$ cat src/rtl/tmtd_pkg.sv
// ----------------------------------------------------------------------------
// tmtd_pkg
// Shared types and constants of the thin micro-tile address generator:
// configuration layout, register indexes and the pipeline stage payloads.
// ----------------------------------------------------------------------------
package tmtd_pkg;

  // Field widths of the configuration registers and the coordinates.
  localparam int unsigned DIM_W    = 15;
  localparam int unsigned BPE_W    = 5;
  localparam int unsigned COORD_W  = 14;
  localparam int unsigned SLICE_W  = 11;
  localparam int unsigned ADDR_W   = 43;
  localparam int unsigned CFG_IDX_W = 2;

  // A tile is TILE_DIM by TILE_DIM elements.
  localparam int unsigned TILE_DIM    = 8;
  localparam int unsigned TILE_SHIFT  = $clog2(TILE_DIM);
  localparam int unsigned ELEM_SHIFT  = 2 * TILE_SHIFT;
  localparam int unsigned TDIM_W      = DIM_W - TILE_SHIFT;    // tiles per row / column
  localparam int unsigned TCOORD_W    = COORD_W - TILE_SHIFT;  // tile coordinate

  // Register indexes on the configuration port.
  localparam logic [CFG_IDX_W-1:0] CFG_SURFACE_WIDTH     = 2'd0;
  localparam logic [CFG_IDX_W-1:0] CFG_SURFACE_HEIGHT    = 2'd1;
  localparam logic [CFG_IDX_W-1:0] CFG_BYTES_PER_ELEMENT = 2'd2;

  // Reset values of the configuration registers.
  localparam logic [DIM_W-1:0] RST_SURFACE_WIDTH     = 15'd8;
  localparam logic [DIM_W-1:0] RST_SURFACE_HEIGHT    = 15'd8;
  localparam logic [BPE_W-1:0] RST_BYTES_PER_ELEMENT = 5'd4;

  // Configuration as seen by the pipeline.
  typedef struct packed {
    logic [DIM_W-1:0] surface_width;
    logic [DIM_W-1:0] surface_height;
    logic [BPE_W-1:0] bytes_per_element;
  } cfg_t;

  // After stage 1: first-level products.
  typedef struct packed {
    logic [2*TDIM_W-1:0]          tiles_per_slice;
    logic [2*DIM_W-1:0]           wh;
    logic [COORD_W+DIM_W-1:0]     row_lin;
    logic [TCOORD_W+TDIM_W-1:0]   row_tile;
    logic [TCOORD_W-1:0]          tile_x;
    logic [COORD_W-1:0]           x;
    logic [SLICE_W-1:0]           slice;
    logic [ELEM_SHIFT-1:0]        micro;
    logic                         oor;
  } s1_t;

  // After stage 2: slice products and in-slice partial sums.
  typedef struct packed {
    logic [SLICE_W+2*TDIM_W-1:0]   slice_tiles;
    logic [SLICE_W+2*DIM_W-1:0]    slice_lin;
    logic [TCOORD_W+TDIM_W:0]      tile_sum;
    logic [COORD_W+DIM_W:0]        lin_sum;
    logic [ELEM_SHIFT-1:0]         micro;
    logic                          oor;
  } s2_t;

  // After stage 3: element indexes before scaling by element size.
  typedef struct packed {
    logic [ADDR_W-1:0] tiled_elem;
    logic [ADDR_W-1:0] linear_elem;
    logic              oor;
  } s3_t;

  // After stage 4: the result transaction.
  typedef struct packed {
    logic [ADDR_W-1:0] tiled_byte_address;
    logic [ADDR_W-1:0] linear_byte_address;
    logic              out_of_range;
  } res_t;

endpackage

$ cat src/rtl/tmtd_prod.sv
// ----------------------------------------------------------------------------
// tmtd_prod
// Stages 1 and 2: surface products, row offsets and slice offsets in units
// of elements and tiles, with the range check and the micro-tile index.
// ----------------------------------------------------------------------------
module tmtd_prod (
  input  logic                              clk,
  input  logic                              rst_n,
  input  tmtd_pkg::cfg_t                    cfg,
  input  logic                              up_valid,
  output logic                              up_ready,
  input  logic [tmtd_pkg::COORD_W-1:0]      coord_x,
  input  logic [tmtd_pkg::COORD_W-1:0]      coord_y,
  input  logic [tmtd_pkg::SLICE_W-1:0]      coord_slice,
  output logic                              dn_valid,
  input  logic                              dn_ready,
  output tmtd_pkg::s2_t                     dn_data
);

  logic                 v1_r, v2_r;
  logic                 ready1, ready2;
  tmtd_pkg::s1_t        s1_r, s1_nxt;
  tmtd_pkg::s2_t        s2_r, s2_nxt;
  logic [tmtd_pkg::TDIM_W-1:0]   tiles_per_row;
  logic [tmtd_pkg::TDIM_W-1:0]   tile_rows;
  logic [tmtd_pkg::TCOORD_W-1:0] tile_y;

  // A stage takes a new transaction when it is empty or its content moves on.
  assign ready2   = !v2_r || dn_ready;
  assign ready1   = !v1_r || ready2;
  assign up_ready = ready1;

  assign tiles_per_row = cfg.surface_width[tmtd_pkg::DIM_W-1:tmtd_pkg::TILE_SHIFT];
  assign tile_rows     = cfg.surface_height[tmtd_pkg::DIM_W-1:tmtd_pkg::TILE_SHIFT];
  assign tile_y        = coord_y[tmtd_pkg::COORD_W-1:tmtd_pkg::TILE_SHIFT];

  // Stage 1: four independent products, the range check and the interleave.
  always_comb begin
    s1_nxt.tiles_per_slice = (2*tmtd_pkg::TDIM_W)'(tiles_per_row)
                           * (2*tmtd_pkg::TDIM_W)'(tile_rows);
    s1_nxt.wh       = (2*tmtd_pkg::DIM_W)'(cfg.surface_width)
                    * (2*tmtd_pkg::DIM_W)'(cfg.surface_height);
    s1_nxt.row_lin  = (tmtd_pkg::COORD_W+tmtd_pkg::DIM_W)'(coord_y)
                    * (tmtd_pkg::COORD_W+tmtd_pkg::DIM_W)'(cfg.surface_width);
    s1_nxt.row_tile = (tmtd_pkg::TCOORD_W+tmtd_pkg::TDIM_W)'(tile_y)
                    * (tmtd_pkg::TCOORD_W+tmtd_pkg::TDIM_W)'(tiles_per_row);
    s1_nxt.tile_x   = coord_x[tmtd_pkg::COORD_W-1:tmtd_pkg::TILE_SHIFT];
    s1_nxt.x        = coord_x;
    s1_nxt.slice    = coord_slice;
    s1_nxt.micro    = {coord_y[2], coord_x[2], coord_y[1], coord_x[1],
                       coord_y[0], coord_x[0]};
    s1_nxt.oor      = ({1'b0, coord_x} >= cfg.surface_width) ||
                      ({1'b0, coord_y} >= cfg.surface_height);
  end

  // Stage 2: slice products and the offsets within a slice.
  always_comb begin
    s2_nxt.slice_tiles = (tmtd_pkg::SLICE_W+2*tmtd_pkg::TDIM_W)'(s1_r.slice)
                       * (tmtd_pkg::SLICE_W+2*tmtd_pkg::TDIM_W)'(s1_r.tiles_per_slice);
    s2_nxt.slice_lin   = (tmtd_pkg::SLICE_W+2*tmtd_pkg::DIM_W)'(s1_r.slice)
                       * (tmtd_pkg::SLICE_W+2*tmtd_pkg::DIM_W)'(s1_r.wh);
    s2_nxt.tile_sum    = (tmtd_pkg::TCOORD_W+tmtd_pkg::TDIM_W+1)'(s1_r.row_tile)
                       + (tmtd_pkg::TCOORD_W+tmtd_pkg::TDIM_W+1)'(s1_r.tile_x);
    s2_nxt.lin_sum     = (tmtd_pkg::COORD_W+tmtd_pkg::DIM_W+1)'(s1_r.row_lin)
                       + (tmtd_pkg::COORD_W+tmtd_pkg::DIM_W+1)'(s1_r.x);
    s2_nxt.micro       = s1_r.micro;
    s2_nxt.oor         = s1_r.oor;
  end

  // Valid bits of both stages.
  always_ff @(posedge clk) begin
    if (!rst_n) begin
      v1_r <= 1'b0;
      v2_r <= 1'b0;
    end else begin
      if (ready1) v1_r <= up_valid;
      if (ready2) v2_r <= v1_r;
    end
  end

  // Payload registers load only with a transaction.
  always_ff @(posedge clk) begin
    if (up_valid && ready1) s1_r <= s1_nxt;
    if (v1_r && ready2)     s2_r <= s2_nxt;
  end

  assign dn_valid = v2_r;
  assign dn_data  = s2_r;

endmodule

$ cat src/rtl/tmtd_sum.sv
// ----------------------------------------------------------------------------
// tmtd_sum
// Stage 3: adds the slice offsets to the in-slice offsets and forms the
// element indexes of the tiled and the linear layout.
// ----------------------------------------------------------------------------
module tmtd_sum (
  input  logic           clk,
  input  logic           rst_n,
  input  logic           up_valid,
  output logic           up_ready,
  input  tmtd_pkg::s2_t  up_data,
  output logic           dn_valid,
  input  logic           dn_ready,
  output tmtd_pkg::s3_t  dn_data
);

  logic                                      v3_r;
  tmtd_pkg::s3_t                             s3_r, s3_nxt;
  logic [tmtd_pkg::ADDR_W-tmtd_pkg::ELEM_SHIFT-1:0] tile_idx;

  assign up_ready = !v3_r || dn_ready;

  // Tile index scaled to elements, with the micro-tile index in the low bits.
  always_comb begin
    tile_idx = (tmtd_pkg::ADDR_W-tmtd_pkg::ELEM_SHIFT)'(up_data.slice_tiles)
             + (tmtd_pkg::ADDR_W-tmtd_pkg::ELEM_SHIFT)'(up_data.tile_sum);
    s3_nxt.tiled_elem  = {tile_idx, up_data.micro};
    s3_nxt.linear_elem = tmtd_pkg::ADDR_W'(up_data.slice_lin)
                       + tmtd_pkg::ADDR_W'(up_data.lin_sum);
    s3_nxt.oor         = up_data.oor;
  end

  always_ff @(posedge clk) begin
    if (!rst_n) begin
      v3_r <= 1'b0;
    end else if (up_ready) begin
      v3_r <= up_valid;
    end
  end

  always_ff @(posedge clk) begin
    if (up_valid && up_ready) s3_r <= s3_nxt;
  end

  assign dn_valid = v3_r;
  assign dn_data  = s3_r;

endmodule

$ cat src/rtl/tmtd_scale.sv
// ----------------------------------------------------------------------------
// tmtd_scale
// Stage 4: scales both element indexes by the element size and holds the
// result transaction in the output register.
// ----------------------------------------------------------------------------
module tmtd_scale (
  input  logic                            clk,
  input  logic                            rst_n,
  input  logic [tmtd_pkg::BPE_W-1:0]      bytes_per_element,
  input  logic                            up_valid,
  output logic                            up_ready,
  input  tmtd_pkg::s3_t                   up_data,
  output logic                            dn_valid,
  input  logic                            dn_ready,
  output tmtd_pkg::res_t                  dn_data
);

  logic            v4_r;
  tmtd_pkg::res_t  res_r, res_nxt;

  assign up_ready = !v4_r || dn_ready;

  // Narrow multipliers by the element size; addresses wrap at their width.
  always_comb begin
    res_nxt.tiled_byte_address  = up_data.tiled_elem
                                * tmtd_pkg::ADDR_W'(bytes_per_element);
    res_nxt.linear_byte_address = up_data.linear_elem
                                * tmtd_pkg::ADDR_W'(bytes_per_element);
    res_nxt.out_of_range        = up_data.oor;
  end

  always_ff @(posedge clk) begin
    if (!rst_n) begin
      v4_r <= 1'b0;
    end else if (up_ready) begin
      v4_r <= up_valid;
    end
  end

  always_ff @(posedge clk) begin
    if (up_valid && up_ready) res_r <= res_nxt;
  end

  assign dn_valid = v4_r;
  assign dn_data  = res_r;

endmodule

$ cat src/rtl/thin_micro_tile_detile_address.sv
// ----------------------------------------------------------------------------
// thin_micro_tile_detile_address
// Byte address generator for a 1D thin micro-tiled surface and its linear
// counterpart, one texel coordinate per transaction.
// ----------------------------------------------------------------------------
// Usage:
//   The input channel (in_*) carries one texel coordinate (x, y, slice) per
//   transaction; the output channel (out_*) returns the tiled byte address,
//   the linear byte address and an out-of-range flag for it, in order.
//   Surface width, height and bytes per element are written through the
//   cfg_* port while no transaction is in flight.
//   Throughput is one transaction per cycle while the receiver keeps up.
//   The result passes through four register stages: surface and row
//   products, slice products, offset sums, and scaling by element size.
//   Each stage holds its own valid bit and moves on when the next stage is
//   empty or moving, so bubbles close up under back-pressure. When the
//   receiver stalls, the result waits in the output register and the
//   stages behind it keep filling; in_ready falls only once all four
//   stages are occupied. A synchronous reset empties the pipeline and
//   restores the configuration registers to 8 x 8 elements of 4 bytes.
// ----------------------------------------------------------------------------
module thin_micro_tile_detile_address (
  input  logic                                clk,
  input  logic                                rst_n,
  // Configuration write port
  input  logic                                cfg_we,
  input  logic [tmtd_pkg::CFG_IDX_W-1:0]      cfg_index,
  input  logic [tmtd_pkg::DIM_W-1:0]          cfg_wdata,
  // Coordinate channel
  input  logic                                in_valid,
  output logic                                in_ready,
  input  logic [tmtd_pkg::COORD_W-1:0]        in_coord_x,
  input  logic [tmtd_pkg::COORD_W-1:0]        in_coord_y,
  input  logic [tmtd_pkg::SLICE_W-1:0]        in_coord_slice,
  // Address channel
  output logic                                out_valid,
  input  logic                                out_ready,
  output logic [tmtd_pkg::ADDR_W-1:0]         out_tiled_byte_address,
  output logic [tmtd_pkg::ADDR_W-1:0]         out_linear_byte_address,
  output logic                                out_out_of_range
);

  tmtd_pkg::cfg_t  cfg_r;
  tmtd_pkg::s2_t   s2_data;
  tmtd_pkg::s3_t   s3_data;
  tmtd_pkg::res_t  res_data;
  logic            s2_valid, s2_ready;
  logic            s3_valid, s3_ready;

  // Configuration registers; writes beyond the list are ignored.
  always_ff @(posedge clk) begin
    if (!rst_n) begin
      cfg_r.surface_width     <= tmtd_pkg::RST_SURFACE_WIDTH;
      cfg_r.surface_height    <= tmtd_pkg::RST_SURFACE_HEIGHT;
      cfg_r.bytes_per_element <= tmtd_pkg::RST_BYTES_PER_ELEMENT;
    end else if (cfg_we) begin
      unique case (cfg_index)
        tmtd_pkg::CFG_SURFACE_WIDTH:     cfg_r.surface_width     <= cfg_wdata;
        tmtd_pkg::CFG_SURFACE_HEIGHT:    cfg_r.surface_height    <= cfg_wdata;
        tmtd_pkg::CFG_BYTES_PER_ELEMENT:
          cfg_r.bytes_per_element <= cfg_wdata[tmtd_pkg::BPE_W-1:0];
        default: ;
      endcase
    end
  end

  // Stages 1 and 2.
  tmtd_prod u_prod (
    .clk         (clk),
    .rst_n       (rst_n),
    .cfg         (cfg_r),
    .up_valid    (in_valid),
    .up_ready    (in_ready),
    .coord_x     (in_coord_x),
    .coord_y     (in_coord_y),
    .coord_slice (in_coord_slice),
    .dn_valid    (s2_valid),
    .dn_ready    (s2_ready),
    .dn_data     (s2_data)
  );

  // Stage 3.
  tmtd_sum u_sum (
    .clk      (clk),
    .rst_n    (rst_n),
    .up_valid (s2_valid),
    .up_ready (s2_ready),
    .up_data  (s2_data),
    .dn_valid (s3_valid),
    .dn_ready (s3_ready),
    .dn_data  (s3_data)
  );

  // Stage 4 and the output register.
  tmtd_scale u_scale (
    .clk               (clk),
    .rst_n             (rst_n),
    .bytes_per_element (cfg_r.bytes_per_element),
    .up_valid          (s3_valid),
    .up_ready          (s3_ready),
    .up_data           (s3_data),
    .dn_valid          (out_valid),
    .dn_ready          (out_ready),
    .dn_data           (res_data)
  );

  assign out_tiled_byte_address  = res_data.tiled_byte_address;
  assign out_linear_byte_address = res_data.linear_byte_address;
  assign out_out_of_range        = res_data.out_of_range;

  // The input side can only be held off by a stalled, full output register.
  a_stall_from_output: assert property (@(posedge clk) disable iff (!rst_n)
    !in_ready |-> (out_valid && !out_ready))
    else $error("input stalled while the output register could move");

  // A stalled result stays in the output register, unchanged.
  a_stall_holds: assert property (@(posedge clk) disable iff (!rst_n)
    (out_valid && !out_ready) |=> (out_valid && $stable(out_tiled_byte_address)
      && $stable(out_linear_byte_address) && $stable(out_out_of_range)))
    else $error("stalled result changed before it was taken");

  // Reset empties the pipeline and opens the input.
  a_reset_empty: assert property (@(posedge clk)
    !rst_n |=> (!out_valid && in_ready))
    else $error("pipeline not empty after reset");

endmodule
$ cat config.mk
export PLATFORM = sky130hd
export DESIGN_NAME = thin_micro_tile_detile_address
export DESIGN_NICKNAME = d
export VERILOG_FILES = /design/src/rtl/tmtd_pkg.sv /design/src/rtl/tmtd_prod.sv /design/src/rtl/tmtd_sum.sv /design/src/rtl/tmtd_scale.sv /design/src/rtl/thin_micro_tile_detile_address.sv
export SDC_FILE = /design/constraint.sdc
export NUM_CORES = 2
export LEC_CHECK = 0
export ABC_AREA = 1
export BUFFER_PORTS_ARGS = -buffer_cell sky130_fd_sc_hd__buf_4
export CAP_MARGIN = 20
export CORE_ASPECT_RATIO = 1.4
export CORE_MARGIN = 3
export CORE_UTILIZATION = 49
export CTS_CLUSTER_SIZE = 14
export DETAILED_ROUTE_END_ITERATION = 8
export HOLD_SLACK_MARGIN = 0.1
export MAX_ROUTING_LAYER = met4
export SETUP_SLACK_MARGIN = 0.4
export SYNTH_ARGS = -nofsm -noshare
export SYNTH_HDL_FRONTEND = slang
export SYNTH_SLANG_ARGS = --single-unit
$ cat constraint.sdc
create_clock -name clk -period 12 [get_ports clk]
set_input_delay 3.6 -clock clk [delete_from_list [all_inputs] [get_ports clk]]
set_output_delay 3.6 -clock clk [all_outputs]
set_load 0.01 [all_outputs]
Word-level counts from Yosys, hierarchy flattened
Cells that the tools add are included.
Operators by class
  equal/unequal tests: 2
  add/sub/neg operators: 4
  reductions and logical operators: 17
  magnitude comparators: 2
  multipliers: 8
Operators by type and width (number)
  $mul A43 B5 Y43: 2
  $add A41 B30 Y42: 1
  $mul A11 B30 Y41: 1
  $add A35 B24 Y36: 1
  $mul A11 B24 Y35: 1
  $add A29 B14 Y30: 1
  $ge A14 B15 Y1: 2
  $mul A15 B15 Y30: 1
  $mul A14 B15 Y29: 1
  $add A23 B11 Y24: 1
  $mul A12 B12 Y24: 1
  $mul A11 B12 Y23: 1
  $reduce_and A2 Y1: 3
  $logic_or A1 B1 Y1: 5
  $logic_and A1 B1 Y1: 4
  $logic_not A1 Y1: 4
  $eq A2 B1 Y1 const B: 1
  $eq A2 B2 Y1 const B: 1
  $logic_not A2 Y1: 1
Storage, ports and cells
  logic and storage cells: 61
  bits of input ports: 61
  output and inout port bits: 89
  register bits after elaboration: 499

Logic depth before layout (Yosys ltp)
  word-level depth: 6
  mapped depth: 27
  mapped depth without buffers: 26

Hierarchy
A second synthesis with hierarchy kept.
Second synthesis, totals
  cells, all modules: 10765
  area total of the unflattened synthesis: 78869.4 um^2
By module, submodules not included
  tmtd_prod: sequential area each 8207.9 um^2, area an instance 51479.4 um^2, cells each 6554, times used 1
  tmtd_scale: sequential area each 2632.5 um^2, area an instance 18202.5 um^2, cells each 2836, times used 1
  tmtd_sum: sequential area each 2572.5 um^2, area an instance 7688.6 um^2, cells each 1151, times used 1
  thin_micro_tile_detile_address: sequential area each 700.7 um^2, area an instance 1498.9 um^2, cells each 224, times used 1

Worst setup path before layout
No wires, ideal clock.
  path type: input to register
  start: input port out_ready
  end: register u_prod.s1_r[0] (netlist bit), enable pin
  data required time: 11.366 ns
  slack: 1.749 ns
  arrival time: 9.617 ns
  stages on the path: 8
  library setup time: 0.634 ns
  path buffers: 0
  path through: nor2_1 inv_1 nor2_1 inv_1 nor2_1 inv_1 nor2_1 nor2_1
Between the ends
  cells in the longest elaborated chain, start to end: 5
RTL lines
  start, declared: RTL line thin_micro_tile_detile_address.sv:37  | input logic out_ready,
  $logic_or A1 B1 Y1: RTL line tmtd_scale.sv:21  | assign up_ready = !v4_r || dn_ready;
  $logic_or A1 B1 Y1: RTL line tmtd_sum.sv:21  | assign up_ready = !v3_r || dn_ready;
  $logic_or A1 B1 Y1: RTL line tmtd_prod.sv:29  | assign ready2 = !v2_r || dn_ready;
  $logic_or A1 B1 Y1: RTL line tmtd_prod.sv:30  | assign ready1 = !v1_r || ready2;
  $logic_and A1 B1 Y1: RTL line tmtd_prod.sv:83  | if (up_valid && ready1) s1_r <= s1_nxt;
  end signal, assigned: RTL line tmtd_prod.sv:83
  end, declared: RTL line tmtd_prod.sv:22  | tmtd_pkg::s1_t s1_r, s1_nxt;
No other way between the ends.
A chain may end at the register's enable or synchronous reset.

Worst setup path in the final report
  start: input port out_ready
  end: output port in_ready
Between the ends
  cells in the longest elaborated chain, start to end: 4
RTL lines
  $logic_or A1 B1 Y1: RTL line tmtd_scale.sv:21
  $logic_or A1 B1 Y1: RTL line tmtd_sum.sv:21
  $logic_or A1 B1 Y1: RTL line tmtd_prod.sv:29
  $logic_or A1 B1 Y1: RTL line tmtd_prod.sv:30
  end, declared: RTL line thin_micro_tile_detile_address.sv:31  | output logic in_ready,
No other way between the ends.

==> results.sh <==
export IMPL_setup_reg_to_reg_worst_slack_ns=5.50
export IMPL_cts_clk_pin_slew_worst_paths_ns=0.06
export IMPL_timing_critical_path_cells="buf_4 > nor2_1 > inv_1 > nor2_1 > inv_1 > nor2_1 > inv_1 > nor2_1 > inv_1 > buf_4"
export IMPL_cts_sinks=483
export IMPL_cts_repair_timing_setup_buffer_count=0
export IMPL_routed_wire_length_per_instance_um=18.5
export IMPL_power_ir_vdd_worst_mv=0.248
export IMPL_setup_viol=0
export IMPL_std_cell_rows=171
export IMPL_clock_tree_root_cell="sky130_fd_sc_hd__clkbuf_16"
export IMPL_global_route_overflow_total=0
export IMPL_grt_setup_unrepaired="false"
export IMPL_synth_ff_type="sky130_fd_sc_hd__edfxtp_1"
export IMPL_maxCapViolations=0
export IMPL_core_area_um2=156000
export IMPL_grt_use_total_pct=29.7
export IMPL_h_tree_depth=2
export IMPL_final_net_count=12029
export IMPL_finalCriticalPeriod_ns=8.36
export IMPL_post_synthesis_average_cell_area_um2=7.47
export IMPL_wl_met2_um=121000
export IMPL_finalClockSkew_ns=0.0327
export IMPL_timing_hold_ws_ns=0.417
export IMPL_muxShareOfSynthArea_pct=0
export IMPL_combPwrFrac_pct=70.3
export IMPL_number_of_antenna_violations_at_the_first_check_in_global_routing=4
export IMPL_timing_critical_path_required_ns=8.40
export IMPL_synthArstFlopShare_pct=0
export IMPL_ys_warnings_count=0
export IMPL_post_synth_cell_types=45
export IMPL_final_cell_area_um2=82000
export IMPL_cts_inserted_buffers=59
export IMPL_die_area_um2=162000
export IMPL_dp_hpwl_um=193000
export IMPL_routedLengthMet1_um=87200
export IMPL_fill_cells=15454
export IMPL_yosys_area_share_xor_xnor_pct=2.55
export IMPL_dr_max_layer_used="met4"
export IMPL_mapped_area_um2=77000
export IMPL_critical_path_capture_point_type="output pin"
export IMPL_static_leakage_power_nw=47.2
export IMPL_finalCritPeriodShare_pct=69.6
export IMPL_synthesized_area_fraction_occupied_by_adder_cells_pct=38.0
export IMPL_crit_slowest_cell="sky130_fd_sc_hd__nor2_1"
export IMPL_clock_tree_from_tritoncts="built"
export IMPL_synth_seq_cells=483
export IMPL_worst_skew_pair_late_latency_ns=0.70
export IMPL_synth_top_family_by_area="adder cells"
export IMPL_ctsHoldBuffers=0
export IMPL_netSwitchingFraction_pct=53.9
export IMPL_total_power_w=0.0162
export IMPL_synth_compound_gate_area_share_pct=3.86
export IMPL_die_width_um=341
export IMPL_netSwitchingPower_w=0.00875
export IMPL_synth_simple_gate_area_share_pct=23.2
export IMPL_internal_power_component_w=0.00748
export IMPL_fin_tns_setup_ns=0
export IMPL_gp_routability_congestion=1.01
export IMPL_ant_nets=0
export IMPL_wl_met3_um=9070
export IMPL_power_share_clock_pct=11.3
export IMPL_synth_edff_count=444
export IMPL_syn_to_final_growth_pct=6.49
export IMPL_post_cts_resize_count=0
export IMPL_max_clock_freq_mhz=120
export IMPL_mostFrequentLayoutCell="sky130_fd_sc_hd__nand2_1"
export IMPL_commonest_cells_after_routing_fill_and_taps_aside="3398 x sky130_fd_sc_hd__nand2_1, 2635 x sky130_fd_sc_hd__inv_1, 1079 x sky130_fd_sc_hd__fa_1"
export IMPL_relSlewSlack_pct=30.2
export IMPL_post_route_cells_drive_above_1_share_pct=3.50
export IMPL_ys_top_cells_by_area="sky130_fd_sc_hd__fa_1 28%, sky130_fd_sc_hd__edfxtp_1 17%, sky130_fd_sc_hd__nand2_1 17%"
export IMPL_crit_path_start_kind="primary input"
export IMPL_post_synth_top_area_fraction_pct=28.1
export IMPL_postSynthNetCount=12048
export IMPL_slowest_cell_delay_on_critical_path_ns=0.20
export IMPL_hold_vio_cnt_final=0
export IMPL_grt_start_max_net_pins=133
export IMPL_result_of_the_run="complete, no violations"
export IMPL_die_h_um=475
export IMPL_remaining_drc_errors=0
export IMPL_synth_largest_area_cell="sky130_fd_sc_hd__fa_1"
export IMPL_seq_power_share_pct=18.4
export IMPL_vias_after_detailed_routing=63205
export IMPL_placedInstanceArea_um2=80000
export IMPL_seq_area_frac_synth_pct=18.3
export IMPL_min_path_type="flop to flop"
export IMPL_power_per_cell_area_nw_per_um2=198
export IMPL_via_per_inst=5.09
export IMPL_first_pass_grt_wire_length_um=362000
export IMPL_crit_arrival_ns=4.76
export IMPL_critical_path_max_fanout=3
export IMPL_clock_tree_buffer_depth=3
export IMPL_syn_instance_count=10300
export IMPL_post_layout_util_pct=52.7
export IMPL_wirelength_um=230000
export IMPL_drv_slew=0
export IMPL_slew_at_the_pin_closest_to_its_max_slew_limit_ns=1.05
export IMPL_drt_iter0_markers=3485
export IMPL_portBuffers=149
export IMPL_num_io_pins=150
export IMPL_first_pass_detailed_route_iteration_total=9
export IMPL_crit_type="primary input to output pin"
export IMPL_floorplan_initialDensity_pct=49.5
export IMPL_via_count_of_the_first_global_routing_pass=66352
routing by layer:
metal | vias up | GRT usage [%]
met5 | - | -
met4 | 0 | 13.7
met3 | 580 | 2.32
met2 | 1638 | 54.6
met1 | 30552 | 32.6
li1 | 30435 | -
state kept, by name, indices dropped and copies added, names as in the netlist:
signal and count:
u_prod.dn_data 137, u_sum.dn_valid 1, cfg_r 35, u_scale.dn_data 87
u_prod.s1_r 135, u_sum.dn_data 85, u_prod.dn_valid 1, u_prod.v1_r 1
u_scale.dn_valid 1
cell families (layout without fill, tap and decap cells):
family | after synthesis | after routing
fa+ha+maj | 1687 | 1687
buf+inv | 2899 | 2929
compound gates | 553 | 553
flops | 483 | 483
xor+xnor | 224 | 224
other cells | 0 | 3
simple gates | 4454 | 4454
per-stage QoR:
stage / instances / worst slack, ns
final: 12409 / 3.64
after global routing: 12407 / 3.51
after CTS: 12405 / 3.63
after detailed placement: 12295 / 3.19
after global placement: 12295 / 3.20
after floorplan: 10300 / 1.75
cells in the mapped netlist (all sizes together) (44+ instances only):
| library cell | number |
|---|---|
| nand2 | 3420 |
| nand3 | 317 |
| xor2 | 180 |
| o21ai | 150 |
| nand4 | 102 |
| edfxtp | 444 |
| clkbuf | 248 |
| inv | 2638 |
| ha | 608 |
| a21oi | 331 |
| fa | 1079 |
| nor3 | 56 |
| nor2 | 497 |
| xnor2 | 44 |
final timing paths:
path / startpoint / endpoint / depth (start not counted)
max reg2reg: cfg_r[27] / u_prod.s1_r[122] / 20
min: u_prod.dn_data[0] / u_sum.dn_data[0] / 0
min reg2reg: u_prod.dn_data[0] / u_sum.dn_data[0] / 0
max: out_ready / in_ready / 10
final cells by class:
cell class                      instances  area, um2  share of cell area (%)
Clock inverter                         37        395                   0.482
Sequential cell                       483      14100                    17.2
Multi-Input combinational cell       6918      52000                    63.4
Clock buffer                           73       1560                    1.90
Timing Repair Buffer                  181       1380                    1.69
Antenna cell                            3       7.51                 0.00916
Tap cell                             2076       2600                    3.17
Inverter                             2638       9910                    12.1
power by group through the flow:
stage / logic [W] / clock network (W) / registers, W
floorplan: 0.00801 / 0 / 0.00278
global placement: 0.0114 / 0 / 0.00301
detailed placement: 0.0115 / 0 / 0.00301
CTS: 0.0115 / 0.00189 / 0.00298
global route: 0.0130 / 0.00194 / 0.00301
finish: 0.0114 / 0.00184 / 0.00298
critical path, delay by kind of cell:
family        cells  cell delay [ns]
simple gates      4             0.58
buf+inv           6             0.57
Note: power is estimated with default switching activity, not from simulation.
